`src/sv/hcfp_pkg.sv`:
```
// ----------------------------------------------------------------------------
// hcfp_pkg
// Shared constants, types and helpers for the hex command frame parser.
// ----------------------------------------------------------------------------
package hcfp_pkg;

	localparam int BUFFER_DEPTH = 32;
	localparam int FRAME_LEN    = 20;
	localparam int ADDR_W       = $clog2(BUFFER_DEPTH);
	localparam int FILL_W       = $clog2(BUFFER_DEPTH + 1);
	localparam int POS_W        = $clog2(FRAME_LEN);
	localparam int IN_DATA_W    = 16;
	localparam int OUT_DATA_W   = 72;
	localparam int ACC_W        = 64;

	// frame characters
	localparam logic [7:0] CH_START = 8'h3E; // '>'
	localparam logic [7:0] CH_BAR   = 8'h7C; // '|'
	localparam logic [7:0] CH_COLON = 8'h3A; // ':'
	localparam logic [7:0] CH_AT    = 8'h40; // '@'
	localparam logic [7:0] CH_CR    = 8'h0D;
	localparam logic [7:0] CH_LF    = 8'h0A;

	// separator positions within the frame
	localparam logic [POS_W-1:0] POS_START = POS_W'(0);
	localparam logic [POS_W-1:0] POS_BAR   = POS_W'(3);
	localparam logic [POS_W-1:0] POS_COLON = POS_W'(6);
	localparam logic [POS_W-1:0] POS_AT    = POS_W'(15);
	localparam logic [POS_W-1:0] POS_LAST  = POS_W'(FRAME_LEN - 1);

	// mode codes
	localparam logic [7:0] MODE_RESET  = 8'h00;
	localparam logic [7:0] MODE_SEND   = 8'h01;
	localparam logic [7:0] MODE_START  = 8'h02;
	localparam logic [7:0] MODE_STOP   = 8'h03;
	localparam logic [7:0] MODE_RACE   = 8'h10;
	localparam logic [7:0] MODE_SIM    = 8'h31;

	// action codes
	localparam logic [2:0] ACT_RESET   = 3'd0;
	localparam logic [2:0] ACT_SEND    = 3'd1;
	localparam logic [2:0] ACT_START   = 3'd2;
	localparam logic [2:0] ACT_STOP    = 3'd3;
	localparam logic [2:0] ACT_RACE    = 3'd4;
	localparam logic [2:0] ACT_SIM     = 3'd5;
	localparam logic [2:0] ACT_REFUSED = 3'd6;
	localparam logic [2:0] ACT_UNKNOWN = 3'd7;

	localparam logic [7:0] TIMEOUT_RESET = 8'd50;

	// controller -> datapath
	typedef struct packed {
		logic             start;    // new decode: clear error, latch allow
		logic             allow;
		logic             chk_en;   // read data valid this cycle
		logic [POS_W-1:0] chk_pos;  // frame position of read data
		logic             load_out; // move decoded frame to output register
	} ctl_cmd_t;

	// datapath -> controller
	typedef struct packed {
		logic err;      // frame malformed
		logic out_free; // output register can take a word
	} dp_status_t;

	// {bad, value}: bad set for a non-hex character
	function automatic logic [4:0] hex_nibble(input logic [7:0] ch);
		logic [4:0] r;
		r = 5'h10;
		if (ch >= 8'h30 && ch <= 8'h39)
			r = {1'b0, 4'(ch - 8'h30)};
		else if (ch >= 8'h41 && ch <= 8'h46)
			r = {1'b0, 4'(ch - 8'h37)};
		else if (ch >= 8'h61 && ch <= 8'h66)
			r = {1'b0, 4'(ch - 8'h57)};
		return r;
	endfunction

	function automatic logic [2:0] action_of(input logic [7:0] mode, input logic allow);
		logic [2:0] a;
		case (mode)
			MODE_RESET: a = ACT_RESET;
			MODE_SEND:  a = ACT_SEND;
			MODE_START: a = ACT_START;
			MODE_STOP:  a = ACT_STOP;
			MODE_RACE:  a = allow ? ACT_RACE : ACT_REFUSED;
			MODE_SIM:   a = allow ? ACT_SIM : ACT_REFUSED;
			default:    a = ACT_UNKNOWN;
		endcase
		return a;
	endfunction

endpackage

```
`src/sv/hcfp_ram.sv`:
```
// ----------------------------------------------------------------------------
// hcfp_ram
// Generic simple dual-port RAM, one write port, registered read port.
// ----------------------------------------------------------------------------
module hcfp_ram #(
	parameter int WIDTH = 8,
	parameter int DEPTH = 32
) (
	input  logic                     clk,
	input  logic                     wr_en,
	input  logic [$clog2(DEPTH)-1:0] wr_addr,
	input  logic [WIDTH-1:0]         wr_data,
	input  logic                     rd_en,
	input  logic [$clog2(DEPTH)-1:0] rd_addr,
	output logic [WIDTH-1:0]         rd_data
);

	logic [WIDTH-1:0] mem [DEPTH];

	always_ff @(posedge clk) begin
		if (wr_en)
			mem[wr_addr] <= wr_data;
		if (rd_en)
			rd_data <= mem[rd_addr];
	end

endmodule

```
`src/sv/hcfp_ctrl.sv`:
```
// ----------------------------------------------------------------------------
// hcfp_ctrl
// Controller: input handshake, fill and idle counters, decode sequencing.
// ----------------------------------------------------------------------------
module hcfp_ctrl (
	input  logic                           clk,
	input  logic                           arst_n,
	input  logic                           cfg_we,
	input  logic [7:0]                     cfg_wdata,
	input  logic                           s_tvalid,
	output logic                           s_tready,
	input  logic [hcfp_pkg::IN_DATA_W-1:0] s_tdata,
	input  logic                           s_tuser,
	input  hcfp_pkg::dp_status_t           dp_status,
	output hcfp_pkg::ctl_cmd_t             ctl_cmd,
	output logic                           wr_en,
	output logic [hcfp_pkg::ADDR_W-1:0]    wr_addr,
	output logic                           rd_en,
	output logic [hcfp_pkg::ADDR_W-1:0]    rd_addr
);
	import hcfp_pkg::*;

	typedef enum logic [1:0] {ST_IDLE, ST_WALK, ST_DRAIN, ST_EMIT} state_t;

	state_t            state_q;
	logic [FILL_W-1:0] fill_q;
	logic [7:0]        idle_q;
	logic [7:0]        timeout_q;
	logic [POS_W-1:0]  rd_idx_q;
	logic              chk_en_s1;
	logic [POS_W-1:0]  chk_pos_s1;

	logic              accept, is_byte, crlf, go, long_enough;
	logic [FILL_W-1:0] fill_inc, len;
	logic [7:0]        idle_nx;
	logic [7:0]        ch;

	assign ch       = s_tdata[7:0];
	assign s_tready = (state_q == ST_IDLE);
	assign accept   = s_tvalid && s_tready;
	assign is_byte  = !s_tuser;
	assign crlf     = (ch == CH_CR) || (ch == CH_LF);
	assign fill_inc = fill_q + FILL_W'(1);
	assign idle_nx  = (idle_q == 8'hFF) ? idle_q : idle_q + 8'd1;

	always_comb begin
		if (is_byte) begin
			len = crlf ? fill_q : fill_inc;
			go  = crlf || (fill_inc == FILL_W'(BUFFER_DEPTH));
		end else begin
			len = fill_q;
			go  = (fill_q != '0) && (idle_nx >= timeout_q);
		end
	end
	assign long_enough = (len >= FILL_W'(FRAME_LEN));

	assign wr_en   = accept && is_byte && !crlf;
	assign wr_addr = fill_q[ADDR_W-1:0];
	assign rd_en   = (state_q == ST_WALK);
	assign rd_addr = ADDR_W'(rd_idx_q);

	always_comb begin
		ctl_cmd.start    = accept && go && long_enough;
		ctl_cmd.allow    = s_tdata[8];
		ctl_cmd.chk_en   = chk_en_s1;
		ctl_cmd.chk_pos  = chk_pos_s1;
		ctl_cmd.load_out = (state_q == ST_EMIT) && !dp_status.err && dp_status.out_free;
	end

	always_ff @(posedge clk or negedge arst_n) begin
		if (!arst_n) begin
			state_q    <= ST_IDLE;
			fill_q     <= '0;
			idle_q     <= '0;
			timeout_q  <= TIMEOUT_RESET;
			rd_idx_q   <= '0;
			chk_en_s1  <= 1'b0;
			chk_pos_s1 <= '0;
		end else begin
			if (cfg_we)
				timeout_q <= cfg_wdata;
			chk_en_s1  <= rd_en;
			chk_pos_s1 <= rd_idx_q;
			case (state_q)
				ST_IDLE: begin
					if (accept) begin
						idle_q <= is_byte ? 8'd0 : idle_nx;
						if (go)
							fill_q <= '0;
						else if (is_byte && !crlf)
							fill_q <= fill_inc;
						if (go && long_enough) begin
							rd_idx_q <= '0;
							state_q  <= ST_WALK;
						end
					end
				end
				ST_WALK: begin
					rd_idx_q <= rd_idx_q + POS_W'(1);
					if (rd_idx_q == POS_LAST)
						state_q <= ST_DRAIN;
				end
				ST_DRAIN: begin
					state_q <= ST_EMIT;
				end
				ST_EMIT: begin
					if (dp_status.err || dp_status.out_free)
						state_q <= ST_IDLE;
				end
				default: begin
					state_q <= ST_IDLE;
				end
			endcase
		end
	end

endmodule

```
`src/sv/hcfp_datapath.sv`:
```
// ----------------------------------------------------------------------------
// hcfp_datapath
// Datapath: checks separators, gathers hex digits, holds the result word.
// ----------------------------------------------------------------------------
module hcfp_datapath (
	input  logic                            clk,
	input  logic                            arst_n,
	input  hcfp_pkg::ctl_cmd_t              ctl_cmd,
	input  logic [7:0]                      rd_data,
	output hcfp_pkg::dp_status_t            dp_status,
	output logic                            m_tvalid,
	input  logic                            m_tready,
	output logic [hcfp_pkg::OUT_DATA_W-1:0] m_tdata
);
	import hcfp_pkg::*;

	logic [ACC_W-1:0] acc_q;
	logic             err_q;
	logic             allow_q;
	logic             out_valid_q;
	logic [2:0]       action_q;
	logic [7:0]       mode_q, laps_q;
	logic [31:0]      tms_q;
	logic [15:0]      dbg_q;

	logic [4:0] nib;
	logic       is_sep, sep_ok;

	assign nib = hex_nibble(rd_data);

	always_comb begin
		is_sep = 1'b1;
		sep_ok = 1'b0;
		case (ctl_cmd.chk_pos)
			POS_START: sep_ok = (rd_data == CH_START);
			POS_BAR:   sep_ok = (rd_data == CH_BAR);
			POS_COLON: sep_ok = (rd_data == CH_COLON);
			POS_AT:    sep_ok = (rd_data == CH_AT);
			default:   is_sep = 1'b0;
		endcase
	end

	always_ff @(posedge clk or negedge arst_n) begin
		if (!arst_n) begin
			err_q       <= 1'b0;
			allow_q     <= 1'b0;
			out_valid_q <= 1'b0;
		end else begin
			if (ctl_cmd.start) begin
				err_q   <= 1'b0;
				allow_q <= ctl_cmd.allow;
			end else if (ctl_cmd.chk_en) begin
				if (is_sep ? !sep_ok : nib[4])
					err_q <= 1'b1;
			end
			if (ctl_cmd.load_out)
				out_valid_q <= 1'b1;
			else if (m_tready)
				out_valid_q <= 1'b0;
		end
	end

	// digit shift register and result payload
	always_ff @(posedge clk) begin
		if (ctl_cmd.chk_en && !is_sep)
			acc_q <= {acc_q[ACC_W-5:0], nib[3:0]};
		if (ctl_cmd.load_out) begin
			mode_q   <= acc_q[63:56];
			laps_q   <= acc_q[55:48];
			tms_q    <= acc_q[47:16];
			dbg_q    <= acc_q[15:0];
			action_q <= action_of(acc_q[63:56], allow_q);
		end
	end

	assign dp_status.err      = err_q;
	assign dp_status.out_free = !out_valid_q || m_tready;
	assign m_tvalid = out_valid_q;
	assign m_tdata  = {5'd0, dbg_q, tms_q, laps_q, mode_q, action_q};

endmodule

```
`src/sv/hex_command_frame_parser_core.sv`:
```
// ----------------------------------------------------------------------------
// hex_command_frame_parser_core
// Decode path: a word that completes a 20+ character frame gives its result word
//   after the buffer walk, the registered buffer read, the drain state and the emit state.
// Throughput: words that trigger no decode are taken one per cycle; a decoding
//   word holds the input off through the buffer walk, drain and emit,
//   and longer while an earlier result word still waits.
// Reset: arst_n clears counters, state, output valid; timeout returns to 50.
// ----------------------------------------------------------------------------
// Buffers received characters and decodes ">MM|LL:TTTTTTTT@PPPP" frames.
// A decode fires on CR/LF, on the buffer filling, or on the idle timeout.
// Short buffers are simply dropped; only frames of 20+ characters are walked.
// ----------------------------------------------------------------------------
module hex_command_frame_parser_core (
	input  logic                            clk,
	input  logic                            arst_n,
	// configuration: timeout_ticks
	input  logic                            cfg_we,
	input  logic [7:0]                      cfg_wdata,
	// input words
	input  logic                            s_tvalid,
	output logic                            s_tready,
	input  logic [hcfp_pkg::IN_DATA_W-1:0]  s_tdata,  // [7:0] byte_value, [8] allow_new
	input  logic                            s_tuser,  // [0] command (1 = ms tick)
	// result words
	output logic                            m_tvalid,
	input  logic                            m_tready,
	output logic [hcfp_pkg::OUT_DATA_W-1:0] m_tdata   // [2:0] action, [10:3] mode_code,
	                                                  // [18:11] max_laps, [50:19] max_time_ms,
	                                                  // [66:51] debug_flag_word
);
	import hcfp_pkg::*;

	ctl_cmd_t          ctl_cmd;
	dp_status_t        dp_status;
	logic              wr_en, rd_en;
	logic [ADDR_W-1:0] wr_addr, rd_addr;
	logic [7:0]        rd_data;

	// sequencing, counters and timeout register
	hcfp_ctrl u_ctrl (
		.clk       (clk),
		.arst_n    (arst_n),
		.cfg_we    (cfg_we),
		.cfg_wdata (cfg_wdata),
		.s_tvalid  (s_tvalid),
		.s_tready  (s_tready),
		.s_tdata   (s_tdata),
		.s_tuser   (s_tuser),
		.dp_status (dp_status),
		.ctl_cmd   (ctl_cmd),
		.wr_en     (wr_en),
		.wr_addr   (wr_addr),
		.rd_en     (rd_en),
		.rd_addr   (rd_addr)
	);

	// character buffer; contents undefined until written, reads stay below fill
	hcfp_ram #(
		.WIDTH (8),
		.DEPTH (BUFFER_DEPTH)
	) u_buf (
		.clk     (clk),
		.wr_en   (wr_en),
		.wr_addr (wr_addr),
		.wr_data (s_tdata[7:0]),
		.rd_en   (rd_en),
		.rd_addr (rd_addr),
		.rd_data (rd_data)
	);

	// frame checking, digit gathering, result register
	hcfp_datapath u_dp (
		.clk       (clk),
		.arst_n    (arst_n),
		.ctl_cmd   (ctl_cmd),
		.rd_data   (rd_data),
		.dp_status (dp_status),
		.m_tvalid  (m_tvalid),
		.m_tready  (m_tready),
		.m_tdata   (m_tdata)
	);

	// no new word while the buffer is being walked
	a_no_accept_in_walk: assert property (@(posedge clk) disable iff (!arst_n)
		rd_en |-> !s_tready)
		else $error("input taken during buffer walk");

	// a result never overwrites one still waiting
	a_load_free: assert property (@(posedge clk) disable iff (!arst_n)
		ctl_cmd.load_out |-> (!m_tvalid || m_tready))
		else $error("result register overwritten");

	// a taken result leaves unless replaced
	a_out_drops: assert property (@(posedge clk) disable iff (!arst_n)
		(m_tvalid && m_tready && !ctl_cmd.load_out) |=> !m_tvalid)
		else $error("result word repeated");

	// buffer read and write never overlap
	a_rw_apart: assert property (@(posedge clk) disable iff (!arst_n)
		!(rd_en && wr_en))
		else $error("buffer read and write together");

endmodule
```
`config.mk`:
```
export PLATFORM = sky130hd
export DESIGN_NAME = hex_command_frame_parser_core
export DESIGN_NICKNAME = d
export VERILOG_FILES = /design/src/sv/hcfp_pkg.sv /design/src/sv/hcfp_ram.sv /design/src/sv/hcfp_ctrl.sv /design/src/sv/hcfp_datapath.sv /design/src/sv/hex_command_frame_parser_core.sv
export SDC_FILE = /design/constraint.sdc
export NUM_CORES = 1
export LEC_CHECK = 0
export BUFFER_PORTS_ARGS = -buffer_cell sky130_fd_sc_hd__buf_2
export CAP_MARGIN = 40
export CORE_ASPECT_RATIO = 1.75
export CORE_UTILIZATION = 43
export DETAILED_ROUTE_END_ITERATION = 6
export PLACE_DENSITY = 0.65
export SYNTH_ARGS = -nofsm -noshare
export SYNTH_HDL_FRONTEND = slang
export SYNTH_SLANG_ARGS = --single-unit
export TNS_END_PERCENT = 100
```
`constraint.sdc`:
```
create_clock -name clk -period 12 [get_ports clk]
set_clock_uncertainty 0.2 [all_clocks]
set_input_delay 1.8 -clock clk [delete_from_list [all_inputs] [get_ports clk]]
set_output_delay 1.8 -clock clk [all_outputs]
set_load 0.1 [all_outputs]
```
==> results.md, run 1 <==
- Worst Path Arrival: roughly 4.5 ns
- CP endpoint kind: flip-flop
- Largest net degree at the start of global routing: a little under 70
- Post-DRT Antenna Nets: 0
- Post-CTS resize count: 0
- Die width: about 150 um
- Worst hold path class: reg2reg
- Worst-path maximum fanout: 34
- Worst VDD drop: between 100 and 150 uV
- Clock Power Share: 0.290
- Clock-pin slew on the worst setup and hold paths: 0.06 ns
- Core box area: 0.0379 mm2
- RSZ-0062 raised after global routing: false
- Grt ovf: 0
- Mapped cell area: between 0.015 and 0.02 mm2
- Number of CTS-inserted buffers: 37
- Worst Tran Pin Value: around 0.84 ns
- Most frequent cells in the layout: 395 x edfxtp_1, 91 x buf_2, 80 x mux4_2
- Gate Count Post-Synth: about 830
- CTS sink cnt: around 430
- DR iter-0 viols: approximately 530
- Crit-path slowest cell: nor2_1
- Lkg Pwr: about 6.3 nW
- Max-slew violations: 0
- Synth Warn #: 0
- Crit Path Class: in2reg
- Final setup violation count: 0
- Clock Latency Late Sink: between 0.5 and 0.6 ns
- Status: finished clean
- Combinational share of power: 0.218
- Sw Share: 0.281
- I/O Buffers: 91
- Initial Utilization: 0.438
- Die area: between 0.03 and 0.04 mm2
- Endpoints failing hold: 0
- Sw power: roughly 1.1 mW
- Crit path time final: 4.59 ns
- Register area share after synthesis: 0.772
- Tcrit/Tclk final: 0.383
- Vias: approximately 7.9k
- H-tree depth: 2
- TritonCTS clock tree: done
- Share of cells above drive strength 1: 0.263
- Most common cell after layout, fill and taps aside: edfxtp_1
- Max Freq: about 220 MHz
- Seq cells post-synth: about 430
- Setup TNS: 0 ns
- Hold Slack: around 0.24 ns
- Vias in the first global route: slightly above 8k
- Pre-antenna DRT Iters: 5
- P&R area growth vs syn: 13.5%
- Top FF cell, synth: edfxtp_1
- Mapped Avg Cell Area: 19.9 um2
- Clk root buf: clkbuf_16
- Row cnt: 94
- Routed wire per std cell: approximately 22 um
- Global-route wire length before repair: 48.0 mm
- Post-synth EDFFs: 395
- Drc violations: 0
- Slew HR: 0.442
- WL final: roughly 31 mm
- CP startpoint kind: input pin
- Number of distinct library cells after synthesis: 63
- PD cells: around 220 mW/mm2
- Number of diodes: 0
- Crit-path leading delay family: simple AND/OR/NAND/NOR gates
- Seq pwr share: 0.492
- Hold_buf cts: 0
- Max Cap Viol: 0
- Cells along the critical path: buf_2 -> and3b_1 -> o211ai_1 -> nor3b_2 -> nand2_1 -> nor2_1
- Setup bufs post-CTS: 0
- Nets@finish: between 900 and 1k
- Internal power: between 2 and 3 mW
- Gpl congestion: between 0.8 and 0.9
- CP required: approximately 12 ns
- Avg Vias per Cell: 5.42
- Die span in y: roughly 260 um
- Initial antenna violation count: 0
- Total track usage: 0.165
- Top Ports: 104
- Synth async-reset ratio: 0.0878
- Worst path max stage delay: 0.76 ns
- Bufs and invs on worst path: 1
- Detailed Place HPWL: ~21 mm
- Clock Tree Buf Depth: 3
-- cells in the mapped netlist, types with 6 or more instances --
library cell  count  share of area
a21oi_1           9         0.0027
a22o_1            6         0.0032
a31oi_1           6         0.0023
and3_1            7         0.0026
clkbuf_1         14         0.0032
dfrtp_1          35          0.053
edfxtp_1        395           0.71
ha_1             21          0.016
inv_1            21         0.0047
mux2_2           11         0.0075
mux4_2           80           0.11
nand2_1          38         0.0086
nand3_1          15         0.0045
nor2_1           53          0.012
nor4_1            6         0.0023
o21ai_0          17         0.0051
-- state kept, by name (all words and copies together) (netlist names) --
register and flops:
u_ctrl.state_q 2, u_ctrl.timeout_q 8, u_dp.mode_q 8, u_ctrl.chk_pos_s1 5, u_dp.laps_q 8, u_ctrl.rd_addr 5
u_buf.rd_data 8, u_dp.dbg_q 16, u_dp.action_q 3, u_dp.acc_q 64, u_ctrl.chk_en_s1 1, u_dp.allow_q 1
u_dp.m_tvalid 1, u_dp.err_q 1, u_dp.tms_q 32, u_buf.mem 256, u_ctrl.fill_q 6, u_ctrl.idle_q 8
-- worst paths after layout --
| kind | endpoint | from | slack, ns | cells after the start |
|---|---|---|---|---|
| max | u_buf.mem[27][7]$_DFFE_PP_ | s_tdata[1] | 7.41 | 6 |
| min | u_dp.dbg_q[6]$_DFFE_PP_ | u_dp.acc_q[6]$_DFFE_PP_ | 0.24 | 0 |
| max reg2reg | u_ctrl.rd_addr[3]$_DFFE_PN0P_ | u_ctrl.idle_q[0]$_DFFE_PN0P_ | 8.23 | 12 |
| min reg2reg | u_dp.dbg_q[6]$_DFFE_PP_ | u_dp.acc_q[6]$_DFFE_PP_ | 0.24 | 0 |
| max in group asynchronous | u_ctrl.rd_addr[0]$_DFFE_PN0P_ | arst_n | 10.19 | 2 |
| min in group asynchronous | u_ctrl.timeout_q[6]$_DFFE_PN0P_ | arst_n | 0.94 | 1 |
-- power by group through the flow --
| stage | combinational (mW) | sequential [mW] | clock (mW) |
|---|---|---|---|
| global placement | 0.866 | 2.04 | 0 |
| global route | 0.962 | 2.03 | 1.27 |
| floorplan | 0.678 | 2.00 | 0 |
| CTS | 0.911 | 2.01 | 1.21 |
| finish | 0.892 | 2.01 | 1.18 |
| detailed placement | 0.910 | 2.04 | 0 |
-- metal layers --
layer  vias to the layer above  GRT usage  part of all wire
met5                         -          0                 0
met2                       227      0.309              0.55
met1                      4028      0.181              0.37
met3                        56     0.0262             0.043
li1                       3559          -                 -
met4                         0     0.0738             0.038
-- kinds of logic (layout without fill, tap and decap cells) --
family | count (synthesis) | after routing | share of synthesized area
AOI/OAI and AO/OA | 75 | 75 | 0.0323
xor gates and xnor gates | 5 | 5 | 0.00264
adders and majority gates | 21 | 21 | 0.0158
buffers and inverters | 54 | 190 | 0.0160
DFF | 433 | 433 | 0.772
muxes | 95 | 95 | 0.118
other | 1 | 5 | 0.000226
and+or+nand+nor | 149 | 149 | 0.0427
-- cell type report --
cell class              instances  area (um2)
clock inverters                19         183
clock buffers                  48        1020
inverters                      22        82.6
fillers                      3079       19000
flip-flops and latches        433       12800
well taps                     480         601
multi-input cells             350        3560
repair buffers                101         579
-- through the flow --
stage	util	area [um2]	total power, mW	setup WS, ns	std cells
3_3_place_gp	0.464	17600	2.91	6.89	1382
2_1_floorplan	-	16600	2.68	6.18	837
6_report	0.498	18800	4.08	7.41	1453
3_5_place_dp	0.466	17600	2.95	6.82	1386
5_1_grt	0.498	18800	4.26	7.20	1453
4_1_cts	0.498	18800	4.13	7.38	1453
Note: power is estimated with default switching activity, not from simulation.
==> run 2, diff against run 1 <==
==> constraint.sdc (replaced) <==
create_clock -name clk -period 4.64 [get_ports clk]
set_clock_uncertainty 0.2 [all_clocks]
set_input_delay 0.696 -clock clk [delete_from_list [all_inputs] [get_ports clk]]
set_output_delay 0.696 -clock clk [all_outputs]
set_load 0.1 [all_outputs]
==> results.md, run 2 (synthesis gave the netlist of run 1 again) <==
- Status: finished clean (unchanged)
- Top reg by flops: u_buf.mem (unchanged)
- Vias: 8089 (was 7870)
- PD cells: 564 mW/mm2 (was 217 mW/mm2)
- Worst-path maximum fanout: 8 (was 34)
- Top cell by count, worst path: ha_1
- GRT Max-Usage Layer: met2 (unchanged)
- Bufs and invs on worst path: 0 (was 1)
- Number of CTS-inserted buffers: 37 (unchanged)
- Placed Area: 0.0180 mm2 (was 0.0176 mm2)
- CTS sink cnt: 433 (unchanged)
- Pre-CTS setup slack: 0.665 ns (was 6.82 ns)
- Max reg flops: 256 (unchanged)
- Footprint of the multi-input gates: 0.00356 mm2 (unchanged)
- Clock Tree Buf Depth: 3 (unchanged)
- Hold Slack: 0.181 ns (was 0.244 ns)
- Worst hold path class: in2reg (was reg2reg)
- Clock Latency Late Sink: 0.54 ns (about the same)
- Routed wire per std cell: 22.1 um (was 21.5 um)
- CP endpoint kind: flip-flop (unchanged)
- Largest regs: u_buf.mem (256), u_dp.acc_q (64), u_dp.tms_q (32) (unchanged)
- Setup ws final: 0.918 ns (was 7.41 ns)
- WL final: 33.1 mm (was 31.3 mm)
- Initial antenna violation count: 0 (unchanged)
- Row cnt: 94 (unchanged)
- Nets@finish: 1039 (was 996)
- Total track usage: 0.176 (was 0.165)
- Worst Path Arrival: 3.94 ns (was 4.54 ns)
- Setup TNS: 0 ns (unchanged)
- Share of cells above drive strength 1: 0.298 (was 0.263)
- Global-route wire length before repair: 50.6 mm (was 48.0 mm)
- Drc violations: 0 (unchanged)
- Largest net degree at the start of global routing: 41 (was 68)
- Core box area: 0.0379 mm2 (unchanged)
- Endpoints failing hold: 0 (unchanged)
- DR iter-0 viols: 566 (was 533)
- Crit-path leading delay family: compound AO/OA/AOI/OAI gates (was simple AND/OR/NAND/NOR gates)
- Tcrit/Tclk final: 0.802
- Most common cell after layout, fill and taps aside: edfxtp_1 (unchanged)
- Die width: 151 um (unchanged)
- Worst VDD drop: 257 uV (was 121 uV)
- Max-slew violations: 0 (unchanged)
- CP startpoint kind: flip-flop (was input pin)
- Die span in y: 262 um (unchanged)
- P&R area growth vs syn: 16.0% (was 13.5%)
- RSZ-0062 raised after global routing: false (unchanged)
- Grt ovf: 0 (unchanged)
- Most frequent cells in the layout: 395 x edfxtp_1, 91 x buf_2, 80 x mux4_2 (unchanged)
- Design area: 0.0193 mm2 (was 0.0188 mm2)
- Top Ports: 104 (unchanged)
- Max Freq: ~270 MHz
- Initial Utilization: 0.438 (unchanged)
- I/O Buffers: 91 (unchanged)
- Crit path time final: 3.72 ns
- Vias in the first global route: 8357 (was 8269)
- Met1 Use GR: 0.200 (was 0.181)
- Fillers: 3025 (was 3079)
- Clock-pin slew on the worst setup and hold paths: 0.07 ns (was 0.06 ns)
- Final setup violation count: 0 (unchanged)
- Clk root buf: clkbuf_16 (unchanged)
- Post-DRT Antenna Nets: 0 (unchanged)
- Avg Vias per Cell: 5.41 (was 5.42)
- TritonCTS clock tree: done (unchanged)
- CP required: 4.86 ns (was 11.95 ns)
- Worst Tran Pin Value: 0.771 ns (was 0.837 ns)
- Worst path max stage delay: 0.44 ns (was 0.76 ns)
- Detailed Place HPWL: 22.5 mm (was 20.9 mm)
- Max Cap Viol: 0 (unchanged)
- Met2 usage: 0.317 (was 0.309)
- Pre-antenna DRT Iters: 6 (was 5)
- Met3 Track Usage GR: 0.0267 (was 0.0262)
- Gpl congestion: 0.783 (was 0.816)
- Crit-path slowest cell: dfrtp_1 (was nor2_1)
- Number of diodes: 0 (unchanged)
- Lkg Pwr: 6.54 nW (was 6.27 nW)
- Slew HR: 0.484 (was 0.442)
- Die area: 0.0394 mm2 (unchanged)
- H-tree depth: 2 (unchanged)
- Cells along the critical path: ha_1 -> and3_1 -> nand3_1 -> xnor2_1 -> ha_1 -> nand2b_1 -> a2111o_1 -> a311o_1 -> nand2_1 -> o21ai_1 -> a221o_1 (was buf_2 -> and3b_1 -> o211ai_1 -> nor3b_2 -> nand2_1 -> nor2_1)
- Crit Path Class: reg2reg (was in2reg)
- Seq. cell area: 0.0128 mm2 (unchanged)
==> run 2: cell count changes in the layout (fill, tap and decap cells not counted), sizes merged <==
cell | before | now
buf | 101 | 143
bufinv | 3 | 7
clkbuf | 48 | 42
clkinv | 12 | 14
dlygate4sd3 | 0 | 1
==> run 2: where the power goes <==
| group | total (mW) | switching [mW] | leakage [nW] | internal [mW] |
|---|---|---|---|---|
| clock network | 3.27 | 1.37 | 0.619 | 1.90 |
| logic | 2.41 | 1.34 | 1.88 | 1.07 |
| registers | 5.19 | 0.358 | 4.04 | 4.83 |
| total | 10.9 | 3.06 | 6.54 | 7.80 |
==> run 2: cell type report <==
type	count	area share
sequential	433	0.666
tap	480	0.0312
clock inverter	25	0.0166
clock buffer	42	0.0502
multi-input combinational	350	0.185
timing repair buffer	144	0.0472
inverter	22	0.00429
==> run 2: per-layer routing <==
| layer | wire length, um | part of all wire |
|---|---|---|
| met1 | 11900 | 0.36 |
| met2 | 18000 | 0.54 |
| met3 | 1460 | 0.044 |
| met4 | 1740 | 0.052 |
| met5 | 0 | 0 |
==> run 2: what timing repair did <==
action                                  4_1_cts  5_1_grt
buffers inserted                              0        0
resized for setup                             0        0
endpoints found under the hold margin        35        0
hold buffers                                  1        0
endpoints found under the setup margin        0        0
==> run 2: worst paths after layout <==
| check | start | slack, ns | end | cells past startpoint |
|---|---|---|---|---|
| hold reg to reg | u_dp.acc_q[23]$_DFFE_PP_ | 0.24 | u_dp.tms_q[7]$_DFFE_PP_ | 0 |
| max in group asynchronous | arst_n | 3.46 | u_ctrl.timeout_q[5]$_DFFE_PN1P_ | 3 |
| setup reg to reg | u_ctrl.idle_q[0]$_DFFE_PN0P_ | 0.92 | u_ctrl.rd_addr[2]$_DFFE_PN0P_ | 11 |
| hold / removal | cfg_wdata[3] | 0.18 | u_ctrl.timeout_q[3]$_DFFE_PN0P_ | 3 |
| setup / recovery | u_ctrl.idle_q[0]$_DFFE_PN0P_ | 0.92 | u_ctrl.rd_addr[2]$_DFFE_PN0P_ | 11 |
| min in group asynchronous | arst_n | 0.31 | u_ctrl.timeout_q[0]$_DFFE_PN0P_ | 2 |
==> run 2: per-stage QoR <==
stage               instances  power, mW   util
global placement         1424       7.62  0.472
CTS                      1496       11.0  0.508
global route             1496       11.3  0.508
finish                   1496       10.9  0.508
floorplan                 837       6.92      -
detailed placement       1428       7.71  0.474
==> run 2: worst reg2reg max path: stages (launching register included) <==
cell	delay (ns)
dfrtp_1	0.44
ha_1	0.24
and3_1	0.27
nand3_1	0.31
xnor2_1	0.26
ha_1	0.25
nand2b_1	0.14
a2111o_1	0.44
a311o_1	0.38
nand2_1	0.15
o21ai_1	0.17
a221o_1	0.38
